### src/design/ipv6_text_address_parser_assert.svh
// assertion macros for the parser rtl
`ifndef IPV6_TEXT_ADDRESS_PARSER_ASSERT_SVH
`define IPV6_TEXT_ADDRESS_PARSER_ASSERT_SVH

// same-cycle implication, checked out of reset
`define IPV6TP_ASSERT_NOW(lbl, ante, cons) \
  lbl: assert property (@(posedge clk) disable iff (!rst_n) (ante) |-> (cons)) \
    else $error("ipv6 parser check failed");

// next-cycle implication, checked out of reset
`define IPV6TP_ASSERT_NEXT(lbl, ante, cons) \
  lbl: assert property (@(posedge clk) disable iff (!rst_n) (ante) |=> (cons)) \
    else $error("ipv6 parser check failed");

`endif

### src/design/ipv6tp_pkg.sv
`timescale 1ns / 1ps
package ipv6tp_pkg;

  localparam int MAX_TEXT_LEN = 39;
  localparam int CNT_W        = $clog2(MAX_TEXT_LEN + 1);
  localparam int NUM_GROUPS   = 8;
  localparam int TAIL_DEPTH   = 7;
  localparam int GROUP_W      = 16;
  localparam int MAX_DIGITS   = 4;

  localparam logic [7:0] CHAR_COLON = 8'h3A;
  localparam logic [7:0] CHAR_NUL   = 8'h00;

  // parse phase, one-hot
  typedef enum logic [2:0] {
    MODE_FWD  = 3'b001,
    MODE_TAIL = 3'b010,
    MODE_DONE = 3'b100
  } mode_t;

  // tail entry: bit 16 marks a bad group, entry 0 is the rightmost
  typedef logic [TAIL_DEPTH-1:0][GROUP_W:0] tail_t;

  // scanner state that is cleared after every result
  typedef struct packed {
    logic [CNT_W-1:0]                     char_count;
    logic [GROUP_W-1:0]                   group_value;
    logic [2:0]                           group_digits;
    logic                                 group_bad;
    logic [NUM_GROUPS-1:0][GROUP_W-1:0]   fwd_groups;
    logic [3:0]                           fwd_index;
    logic [2:0]                           tail_count;
    mode_t                                mode;
    logic                                 prev_colon;
    logic                                 error_seen;
  } scan_t;

  localparam scan_t SCAN_RESET = '{
    char_count:   '0,
    group_value:  '0,
    group_digits: '0,
    group_bad:    1'b0,
    fwd_groups:   '0,
    fwd_index:    '0,
    tail_count:   '0,
    mode:         MODE_FWD,
    prev_colon:   1'b0,
    error_seen:   1'b0
  };

endpackage

### src/design/ipv6tp_scan.sv
`timescale 1ns / 1ps
module ipv6tp_scan (
  input  logic                 clk,
  input  logic                 rst_n,
  input  logic                 step,
  input  logic [7:0]           character,
  input  logic                 no_char,
  input  logic                 last,
  output ipv6tp_pkg::scan_t    fed_state,
  output ipv6tp_pkg::tail_t    fed_tail
);
  import ipv6tp_pkg::*;

  scan_t              state_r;
  tail_t              tail_r;
  logic               nul_r;
  logic               nul_nxt;
  logic [3:0]         nib;
  logic               is_hex;
  logic [GROUP_W-1:0] dig_value;
  logic [2:0]         dig_digits;
  logic               dig_bad;
  logic [2:0]         push_count;

  // hex digit decode
  always_comb begin
    nib    = 4'h0;
    is_hex = 1'b1;
    if (character >= 8'h30 && character <= 8'h39) begin
      nib = 4'(character - 8'h30);
    end else if (character >= 8'h61 && character <= 8'h66) begin
      nib = 4'(character - 8'h57);
    end else if (character >= 8'h41 && character <= 8'h46) begin
      nib = 4'(character - 8'h37);
    end else begin
      is_hex = 1'b0;
    end
  end

  // group update for a digit character
  always_comb begin
    dig_bad    = state_r.group_bad | ~is_hex;
    dig_digits = state_r.group_digits;
    if (state_r.group_digits >= 3'(MAX_DIGITS)) begin
      dig_bad = 1'b1;
    end else begin
      dig_digits = state_r.group_digits + 3'd1;
    end
    dig_value = {state_r.group_value[GROUP_W-5:0], nib};
  end

  assign push_count = (state_r.tail_count == 3'(TAIL_DEPTH)) ?
                      state_r.tail_count : state_r.tail_count + 3'd1;

  // state after this item's character
  always_comb begin
    fed_state = state_r;
    fed_tail  = tail_r;
    nul_nxt   = nul_r;
    if (!no_char && !nul_r) begin
      if (character == CHAR_NUL) begin
        nul_nxt = 1'b1;
      end else begin
        if (state_r.char_count >= CNT_W'(MAX_TEXT_LEN)) begin
          fed_state.error_seen = 1'b1;
        end else begin
          fed_state.char_count = state_r.char_count + CNT_W'(1);
        end
        case (state_r.mode)
          MODE_FWD: begin
            if (character == CHAR_COLON) begin
              if (state_r.prev_colon) begin
                fed_state.mode       = MODE_TAIL;
                fed_state.prev_colon = 1'b0;
              end else begin
                if (state_r.group_bad) begin
                  fed_state.error_seen = 1'b1;
                end
                fed_state.fwd_groups[state_r.fwd_index[2:0]] = state_r.group_value;
                fed_state.fwd_index    = state_r.fwd_index + 4'd1;
                fed_state.group_value  = '0;
                fed_state.group_digits = '0;
                fed_state.group_bad    = 1'b0;
                if (state_r.fwd_index == 4'(NUM_GROUPS - 1)) begin
                  fed_state.mode = MODE_DONE;
                end else begin
                  fed_state.prev_colon = 1'b1;
                end
              end
            end else begin
              fed_state.prev_colon   = 1'b0;
              fed_state.group_value  = dig_value;
              fed_state.group_digits = dig_digits;
              fed_state.group_bad    = dig_bad;
            end
          end
          MODE_TAIL: begin
            if (character == CHAR_COLON) begin
              fed_tail               = {tail_r[TAIL_DEPTH-2:0],
                                        {state_r.group_bad, state_r.group_value}};
              fed_state.tail_count   = push_count;
              fed_state.group_value  = '0;
              fed_state.group_digits = '0;
              fed_state.group_bad    = 1'b0;
            end else begin
              fed_state.group_value  = dig_value;
              fed_state.group_digits = dig_digits;
              fed_state.group_bad    = dig_bad;
            end
          end
          default: ;
        endcase
      end
    end
  end

  // control state, cleared after each result
  always_ff @(posedge clk) begin
    if (!rst_n) begin
      state_r <= SCAN_RESET;
      nul_r   <= 1'b0;
    end else if (step) begin
      state_r <= last ? SCAN_RESET : fed_state;
      nul_r   <= last ? 1'b0 : nul_nxt;
    end
  end

  // tail group storage, only read below its count
  always_ff @(posedge clk) begin
    if (step) begin
      tail_r <= fed_tail;
    end
  end

endmodule

### src/design/ipv6tp_assemble.sv
`timescale 1ns / 1ps
module ipv6tp_assemble (
  input  ipv6tp_pkg::scan_t  fed_state,
  input  ipv6tp_pkg::tail_t  fed_tail,
  output logic [63:0]        addr_high,
  output logic [63:0]        addr_low,
  output logic               valid_res
);
  import ipv6tp_pkg::*;

  logic [NUM_GROUPS-1:0][GROUP_W-1:0] g;
  tail_t                              pt;
  logic [2:0]                         cnt;
  logic                               ok;

  // closing group pushed onto the tail
  assign pt  = {fed_tail[TAIL_DEPTH-2:0], {fed_state.group_bad, fed_state.group_value}};
  assign cnt = (fed_state.tail_count == 3'(TAIL_DEPTH)) ?
               fed_state.tail_count : fed_state.tail_count + 3'd1;

  // merge forward and tail groups, check the closing group
  always_comb begin
    g  = fed_state.fwd_groups;
    ok = ~fed_state.error_seen;
    case (fed_state.mode)
      MODE_FWD: begin
        if (fed_state.fwd_index == 4'(NUM_GROUPS - 1) && !fed_state.group_bad) begin
          g[NUM_GROUPS-1] = fed_state.group_value;
        end else begin
          ok = 1'b0;
        end
      end
      MODE_TAIL: begin
        for (int k = 0; k < TAIL_DEPTH; k++) begin
          if (3'(k) < cnt) begin
            if (pt[k][GROUP_W]) begin
              ok = 1'b0;
            end
            g[NUM_GROUPS-1-k] = pt[k][GROUP_W-1:0];
          end
        end
      end
      default: ;
    endcase
  end

  // group 0 lands in the top bits
  assign addr_high = ok ? {g[0], g[1], g[2], g[3]} : 64'd0;
  assign addr_low  = ok ? {g[4], g[5], g[6], g[7]} : 64'd0;
  assign valid_res = ok;

endmodule

### src/design/ipv6_text_address_parser.sv
`timescale 1ns / 1ps
// IPv6 text address parser. Feed the address text one ASCII character per item
// and flag the final item with in_last; an item with in_no_char set carries no
// character (use it with in_last to close the text). One item is taken every
// cycle while in_stall is low; the result for a string reaches the out_ channel
// through the input register, the scan and assembly logic and then the result
// register. out_stall only holds back the input at an item flagged last while
// an earlier result is still waiting. A rejected string gives out_valid_res
// low and a zero address; texts over 39 characters, groups over four digits,
// bad hex digits and too few groups without a double colon are rejected, and
// a zero byte ends the text early.
module ipv6_text_address_parser (
  input  logic        clk,
  input  logic        rst_n,
  input  logic        in_valid,
  output logic        in_stall,
  input  logic [7:0]  in_character,
  input  logic        in_no_char,
  input  logic        in_last,
  output logic        out_valid,
  input  logic        out_stall,
  output logic [63:0] out_addr_high,
  output logic [63:0] out_addr_low,
  output logic        out_valid_res
);
  import ipv6tp_pkg::*;

  logic        inv_r;
  logic [7:0]  char_r;
  logic        no_char_r;
  logic        last_r;
  logic        out_valid_r;
  logic [63:0] addr_high_r;
  logic [63:0] addr_low_r;
  logic        valid_res_r;
  logic        out_free;
  logic        s1_go;
  logic        out_load;
  logic        in_take;
  scan_t       fed_state;
  tail_t       fed_tail;
  logic [63:0] asm_high;
  logic [63:0] asm_low;
  logic        asm_ok;

  // handshake control
  assign out_free = ~out_valid_r | ~out_stall;
  assign s1_go    = inv_r & (~last_r | out_free);
  assign out_load = s1_go & last_r;
  assign in_stall = inv_r & ~s1_go;
  assign in_take  = in_valid & ~in_stall;

  // input register
  always_ff @(posedge clk) begin
    if (!rst_n) begin
      inv_r <= 1'b0;
    end else if (!in_stall) begin
      inv_r <= in_valid;
    end
  end

  always_ff @(posedge clk) begin
    if (in_take) begin
      char_r    <= in_character;
      no_char_r <= in_no_char;
      last_r    <= in_last;
    end
  end

  ipv6tp_scan u_scan (
    .clk       (clk),
    .rst_n     (rst_n),
    .step      (s1_go),
    .character (char_r),
    .no_char   (no_char_r),
    .last      (last_r),
    .fed_state (fed_state),
    .fed_tail  (fed_tail)
  );

  ipv6tp_assemble u_assemble (
    .fed_state (fed_state),
    .fed_tail  (fed_tail),
    .addr_high (asm_high),
    .addr_low  (asm_low),
    .valid_res (asm_ok)
  );

  // result register
  always_ff @(posedge clk) begin
    if (!rst_n) begin
      out_valid_r <= 1'b0;
    end else if (out_load) begin
      out_valid_r <= 1'b1;
    end else if (!out_stall) begin
      out_valid_r <= 1'b0;
    end
  end

  always_ff @(posedge clk) begin
    if (out_load) begin
      addr_high_r <= asm_high;
      addr_low_r  <= asm_low;
      valid_res_r <= asm_ok;
    end
  end

  assign out_valid     = out_valid_r;
  assign out_addr_high = addr_high_r;
  assign out_addr_low  = addr_low_r;
  assign out_valid_res = valid_res_r;

  `include "ipv6_text_address_parser_assert.svh"

  // checks
  `IPV6TP_ASSERT_NOW(a_reject_zero, out_valid_r && !valid_res_r, addr_high_r == 64'd0 && addr_low_r == 64'd0)
  `IPV6TP_ASSERT_NOW(a_stall_only_held, in_stall, inv_r && last_r && out_valid_r)
  `IPV6TP_ASSERT_NEXT(a_last_gives_result, s1_go && last_r, out_valid_r)

endmodule
### config.mk
export PLATFORM = sky130hd
export DESIGN_NAME = ipv6_text_address_parser
export DESIGN_NICKNAME = d
export VERILOG_FILES = /design/src/design/ipv6tp_pkg.sv /design/src/design/ipv6tp_scan.sv /design/src/design/ipv6tp_assemble.sv /design/src/design/ipv6_text_address_parser.sv
export VERILOG_INCLUDE_DIRS = /design/src /design/src/design
export SDC_FILE = /design/constraint.sdc
export NUM_CORES = 1
export LEC_CHECK = 0
export BUFFER_PORTS_ARGS = -buffer_cell sky130_fd_sc_hd__buf_2
export CAP_MARGIN = 5
export CORE_MARGIN = 1
export CORE_UTILIZATION = 40
export DETAILED_ROUTE_END_ITERATION = 6
export PLACE_DENSITY = 0.6
export SLEW_MARGIN = 20
export SYNTH_ARGS = -nofsm -noshare
export SYNTH_HDL_FRONTEND = slang
export SYNTH_SLANG_ARGS = --single-unit
### constraint.sdc
create_clock -name clk -period 6.9 [get_ports clk]
set_input_delay 0.69 -clock clk [delete_from_list [all_inputs] [get_ports clk]]
set_output_delay 0.69 -clock clk [all_outputs]
set_load 0.02 [all_outputs]
== Word-level counts from Yosys, hierarchy flattened ==
Index checks and enable logic that the tools add are counted.

* Register bits after elaboration: 410
* Latch bits: 0
* Memory bits (writable): 0
* ROM bits: 0
* Input port bits: 14
* Output and inout port bits: 131
* Logic and storage cells: 173
* Memories kept: 0

* $add $sub $neg: 8
* Multipliers: 0
* Divide/modulo/power cells: 0
* Order comparisons: 17
* Equality and inequality tests: 13
* Shift-type cells: 0
* Multiplexer cells: 71
* Bitwise logic cells: 14
* Reduce and logical (&&, ||, !) cells: 18

{| class="wikitable"
|+ Operators with widths
! operator !! number
|-
| 166-bit 2-to-1 mux || 3
|-
| 102-bit 2-to-1 mux || 4
|-
| 132-bit 2-to-1 mux || 2
|-
| 152-bit 2-to-1 mux || 1
|-
| 16-bit 2-to-1 mux || 9
|-
| 128-bit bitwise mux || 1
|-
| 96-bit 2-to-1 mux || 1
|-
| 16-bit demux with 3-bit select || 1
|-
| 20-bit 2-to-1 mux || 2
|-
| 20-bit one-hot mux with 2 select lines || 1
|-
| 16-bit one-hot mux with 2 select lines || 1
|-
| 1-bit 2-to-1 mux || 31
|-
| 3-bit 2-to-1 mux || 7
|-
| 8-bit by 7-bit greater-or-equal comparator with 1-bit output, second input constant || 2
|-
| 8-bit by 7-bit <= comparator with 1-bit output, second input constant || 2
|-
| 4-bit 2-to-1 mux || 4
|-
| 3-bit by 1-bit adder with 3-bit output, second input constant || 3
|-
| 3-bit < comparator, first input constant || 3
|-
| 4-bit by 3-bit == test with 1-bit output, second input constant || 2
|-
| 8-bit by 6-bit == test with 1-bit output, second input constant || 1
|-
| 8-bit by 6-bit greater-or-equal comparator with 1-bit output, second input constant || 1
|-
| 8-bit by 6-bit <= comparator with 1-bit output, second input constant || 1
|-
| 8-bit zero test || 1
|-
| 4-bit AND reduction || 2
|-
| 28 further kinds || 55
|}

== Longest topological paths before layout ==
* Word-level depth: 30
* Mapped depth: 16
* Mapped depth without buffers: 14

== Hierarchy ==
Synthesis repeated with hierarchy kept, for this count alone.

* Cells, all modules: 1,516
* Area, all modules: 19,601.3 um^2

{| class="wikitable"
|+ By module, submodules not included
! module !! times used !! cells each !! area each (um^2) !! sequential area each (um^2)
|-
| ipv6tp_scan || 1 || 1,054 || 13,206.4 || 6,916.6
|-
| ipv6_text_address_parser || 1 || 150 || 4,269.1 || 4,214.0
|-
| ipv6tp_assemble || 1 || 312 || 2,125.8 || 0.0
|}

== Worst setup path after synthesis ==
OpenSTA, ideal clock, no wires.

* Kind: input to register
* Start point: in out_stall
* End point: reg u_scan.state_r[5] (netlist bit)
* Setup time: 0.126 ns
* Data arrival time: 4.833 ns
* Required time: 6.774 ns
* Setup slack: 1.941 ns
* Cell stages on the path: 8
* Buffers on the path: 2
* Cell sequence: nand3_1 -> nand2_1 -> inv_1 -> clkbuf_1 -> clkbuf_1 -> o21ai_0 -> nand2_1 -> a21boi_0

* Word-level cells in the longest chain between the ends: 4

{| class="wikitable"
|+ Ends and longest elaborated chain
! element !! line !! source
|-
| start: declaration || ipv6_text_address_parser.sv:21 || <nowiki>input logic out_stall,</nowiki>
|-
| 1-bit NOT || ipv6_text_address_parser.sv:47 || <nowiki>assign out_free = ~out_valid_r | ~out_stall;</nowiki>
|-
| 1-bit bitwise OR || ipv6_text_address_parser.sv:47 ||
|-
| 1-bit bitwise OR || ipv6_text_address_parser.sv:48 || <nowiki>assign s1_go = inv_r & (~last_r | out_free);</nowiki>
|-
| 1-bit AND || ipv6_text_address_parser.sv:48 ||
|-
| via s1_go || ipv6_text_address_parser.sv:37 || <nowiki>logic s1_go;</nowiki>
|-
| end signal: assignment || ipv6tp_scan.sv:123 || <nowiki>state_r <= last ? SCAN_RESET : fed_state;</nowiki>
|-
| end: declaration || ipv6tp_scan.sv:14 || <nowiki>scan_t state_r;</nowiki>
|}

The timed path passes the listed nets, and every way through them passes these cells.
A chain may end at the register's enable or synchronous reset.

== Worst setup path in the final report ==
* Start point: reg char_r[6]
* End point: reg addr_low_r[41] (netlist: out_addr_low[41]) (data pin)

* Word-level cells in the longest chain between the ends: 28
* Elaborated cells on any way between the ends: 68
* Classes of those cells: add/sub: 1; order compare: 13; eq/ne: 5; mux: 40; bitwise: 3; reduce/logical: 6

{| class="wikitable"
|+ Ends and longest elaborated chain
! element !! line !! source
|-
| start: declaration || ipv6_text_address_parser.sv:29 || <nowiki>logic [7:0] char_r;</nowiki>
|-
| start signal: assignment || ipv6_text_address_parser.sv:64 || <nowiki>char_r <= in_character;</nowiki>
|-
| 8-bit by 7-bit greater-or-equal comparator with 1-bit output / 8-bit by 7-bit <= comparator with 1-bit output (equally long branches) || ipv6tp_scan.sv:33 || <nowiki>end else if (character >= 8'h41 && character <= 8'h46) begin</nowiki>
|-
| 1-bit logical AND || ipv6tp_scan.sv:33 ||
|-
| 1-bit 2-to-1 mux || ipv6tp_scan.sv:33 ||
|-
| 1-bit 2-to-1 mux || ipv6tp_scan.sv:31 || <nowiki>end else if (character >= 8'h61 && character <= 8'h66) begin</nowiki>
|-
| 1-bit 2-to-1 mux || ipv6tp_scan.sv:29 || <nowiki>if (character >= 8'h30 && character <= 8'h39) begin</nowiki>
|-
| 1-bit NOT || ipv6tp_scan.sv:42 || <nowiki>dig_bad = state_r.group_bad | ~is_hex;</nowiki>
|-
| 1-bit bitwise OR || ipv6tp_scan.sv:42 ||
|-
| 1-bit 2-to-1 mux || ipv6tp_scan.sv:44 || <nowiki>if (state_r.group_digits >= 3'(MAX_DIGITS)) begin</nowiki>
|-
| [... 12 more ...] || n/a ||
|-
| 1-bit 2-to-1 mux || ipv6tp_assemble.sv:35 || <nowiki>if (3'(k) < cnt) begin</nowiki>
|-
| 1-bit 2-to-1 mux || ipv6tp_assemble.sv:36 || <nowiki>if (pt[k][GROUP_W]) begin</nowiki>
|-
| 1-bit 2-to-1 mux || ipv6tp_assemble.sv:35 ||
|-
| 1-bit 2-to-1 mux || ipv6tp_assemble.sv:36 ||
|-
| 1-bit 2-to-1 mux || ipv6tp_assemble.sv:35 ||
|-
| 1-bit 2-to-1 mux || ipv6tp_assemble.sv:36 ||
|-
| 1-bit 2-to-1 mux || ipv6tp_assemble.sv:35 ||
|-
| 1-bit one-hot mux with 2 select lines || ipv6tp_assemble.sv:25 || <nowiki>case (fed_state.mode)</nowiki>
|-
| end signal: assignment || ipv6_text_address_parser.sv:103 || <nowiki>addr_low_r <= asm_low;</nowiki>
|-
| end: declaration || ipv6_text_address_parser.sv:34 || <nowiki>logic [63:0] addr_low_r;</nowiki>
|}

Parallel ways exist; a longest one is shown, timed or not. The select of a mux whose other input is x is not followed.

==> reports/results.ini <==
[status]
status=finished clean

[setup_path]
cp_num_buf_inv=3
crit_type=flip-flop to flip-flop
crit_required_ns=7.21
crit_path_cell_trace=nand4bb_1 -> nor4_4 -> mux2i_2 -> buf_4 -> inv_2 -> ha_1 -> nor3_1 -> o41ai_1 -> o221ai_1 -> or3b_1 -> a31oi_4 -> buf_12 -> nor3_1
endpoint_kind=flip-flop
cp_common_cell=nor3_1
start_kind=flip-flop
cp.arrival_ns=5.25
path_delay_family=simple AND/OR/NAND/NOR gates
cp_slowest_cell=a31oi_4
crit_path_max_incr_delay_ns=0.67
crit_fanout=80

[yosys]
syn_area_um2=19300
synth_top_area_share_pct=37.5
synth_edf_count=241
yosys.area.top_type=edfxtp_1
avgSynthCellArea_um2=11.2
yosysSeqAreaShare_pct=55.1
synth_ff_type=edfxtp_1
yosys_register_bits=410
synth.area.top_cells=edfxtp_1 (38%), dfxtp_1 (18%), mux2_2 (7.3%)
synthCells=1718
synth_cell_types=68
synth_nets=1743
yosysWarnings=0
ys_async_sr_fraction_pct=0

[floorplan]
io_pins=145
die_width_um=222
num_rows=80
start_util_pct=40.5
die_h_um=222
die_area_um2=49100
core_um2=47600

[cts]
cts_root_buf=clkbuf_16
postCtsSetupRepairBufs=0
ctsHtreeMaxLevel=2
clock_sinks=410
cts_buffers=45
cts_resized=0
clock_path_buffers=3
hold_buffers=0
clkTransAtPathRegs_ns=0.06
clk_latency_ns=0.61
tritoncts=done

[detailed_routing]
vias=14200
ant_nets=0
viasPerCell=5.79
drtPass1Iterations=6
drt_first_iter_violations=1244
drc=0
wire_per_inst_um=24.0
drt_wl_total_um=59000

[power_and_ir_drop]
p_leak_nw=7.01
p_per_area_nw_per_um2=241
ir_drop_mv=0.194

[run]
maxCapViolCount=0

[global_route]
grt_pass1_vias=13600
antenna_found_initial=1
grt_max_degree=103
grt_overflow=0
track_usage_pct=23.6
grt_pass1_wl_um=87500

[sta]
period_needed_ns=4.93
tightest_slew_ns=1.15
grt_setup_unrepaired=false
setup_viol=0
period_share_pct=71.5
max_freq_mhz=203
slew_violations=0
skew_ns=0.0308
fin_setup_tns_ns=0
slew_headroom_pct=23.5
finalHoldViolCount=0
worst_slack_ns=1.97

[cells_and_area]
area_delta_synth_final_pct=14.8
layout-drive-gt1-share_pct=22.5
nNetsFinal=1827
diodes=0

[placement]
dp_slack_ns=2.01
placement.io_buffers=144
gp_congestion=0.882
dp_hpwl_um=36500

[worst_hold_path]
hold_class=input pin to flip-flop

## layout by cell type, fill, tap and decap left out, drive strengths merged, types with 23 or more instances in the layout
| master | n |
|---|---|
| edfxtp | 241 |
| nor2b | 205 |
| buf | 187 |
| dfxtp | 169 |
| a22oi | 156 |
| mux2 | 125 |
| nor2 | 113 |
| a211oi | 84 |
| mux2i | 74 |
| nand2 | 73 |
| clkbuf | 67 |
| nor3 | 54 |
| a21oi | 52 |
| inv | 35 |
| o21ai | 23 |
## flip-flops by register name (all words and copies together), names as in the netlist
| register | flops |
|---|---|
| out_valid_res | 1 |
| out_addr_low | 64 |
| no_char_r | 1 |
| out_valid | 1 |
| last_r | 1 |
| u_scan.tail_r | 102 |
| u_scan.state_r | 154 |
| out_addr_high | 64 |
| inv_r | 1 |
| u_scan.nul_r | 1 |
| char_r | 8 |
| u_scan.dig_value | 12 |
## report_power, final
part	total (mW)	internal, mW	switching (mW)	leakage (nW)
logic	0.166	0.0454	0.121	2.81
clock network	2.53	1.48	1.05	0.760
registers	2.63	2.61	0.0209	3.43
total	5.33	4.13	1.19	7.01
## final cells by class
class	count	area, um2
fillers	4378	25500
flip-flops and latches	410	10600
multi-input cells	1125	8000
clock buffers	67	1310
repair buffers	187	1070
well taps	615	769
clock inverters	17	238
inverters	33	129
## logic make-up after synthesis
group | synth area share [%]
compound gates | 14.5
xor+xnor | 0.272
fa+ha+maj | 0.714
buf+inv | 3.84
flops | 55.1
mux | 11.2
simple gates | 14.4
## synth_stat cells, drive strengths merged (6+ instances only)
| cell type | instances |
|---|---|
| a21oi | 52 |
| nor3 | 54 |
| mux2 | 125 |
| clkbuf | 113 |
| mux2i | 74 |
| inv | 33 |
| o21ai | 23 |
| a32oi | 6 |
| ha | 11 |
| nand2b | 13 |
| a22oi | 156 |
| o211ai | 16 |
| nor3b | 8 |
| nand3 | 14 |
| dfxtp | 169 |
| nand2 | 73 |
| a22o | 13 |
| a211oi | 84 |
| buf | 37 |
| edfxtp | 241 |
| nor2 | 113 |
| nor2b | 205 |
| a21o | 6 |
## worst reg2reg max path: stages, from the launching register on
cell and delay (ns):
edfxtp_1 0.42, nand4bb_1 0.58, nor4_4 0.57, mux2i_2 0.25, buf_4 0.26, inv_2 0.10
ha_1 0.38, nor3_1 0.07, o41ai_1 0.07, o221ai_1 0.21, or3b_1 0.44, a31oi_4 0.67
buf_12 0.45, nor3_1 0.20
## path summary, 6_finish.rpt
| check | endpoint | slack [ns] | cells past startpoint | from |
|---|---|---|---|---|
| setup reg to reg | out_addr_low[41]$_SDFFCE_PN0P_ | 1.97 | 13 | char_r[6]$_DFFE_PP_ |
| hold reg to reg | u_scan.state_r[165]$_SDFFE_PN0P_ | 0.47 | 2 | u_scan.state_r[165]$_SDFFE_PN0P_ |
| hold / removal | char_r[7]$_DFFE_PP_ | 0.28 | 1 | in_character[7] |
| setup / recovery | out_addr_low[41]$_SDFFCE_PN0P_ | 1.97 | 13 | char_r[6]$_DFFE_PP_ |
## per-layer routing
metal | share of wire [%] | up-vias | GRT usage, %
li1 | - | 6521 | -
met5 | 0.014 | - | 0
met2 | 46 | 502 | 36.9
met1 | 45 | 7077 | 33.0
met4 | 3.4 | 2 | 8.74
met3 | 6.3 | 104 | 3.68
## metrics by stage
step                power, mW  util, %  cell area, um2  hold slack [ns]  std cells
floorplan                2.79        -           19300            0.432       1718
global placement         2.85     43.1           20600            0.451       2369
detailed placement       2.85     43.2           20600            0.463       2370
CTS                      5.36     46.4           22100            0.257       2454
global route             5.46     46.5           22100            0.265       2454
finish                   5.33     46.5           22100            0.277       2454
Note: power is estimated with default switching activity, not from simulation.
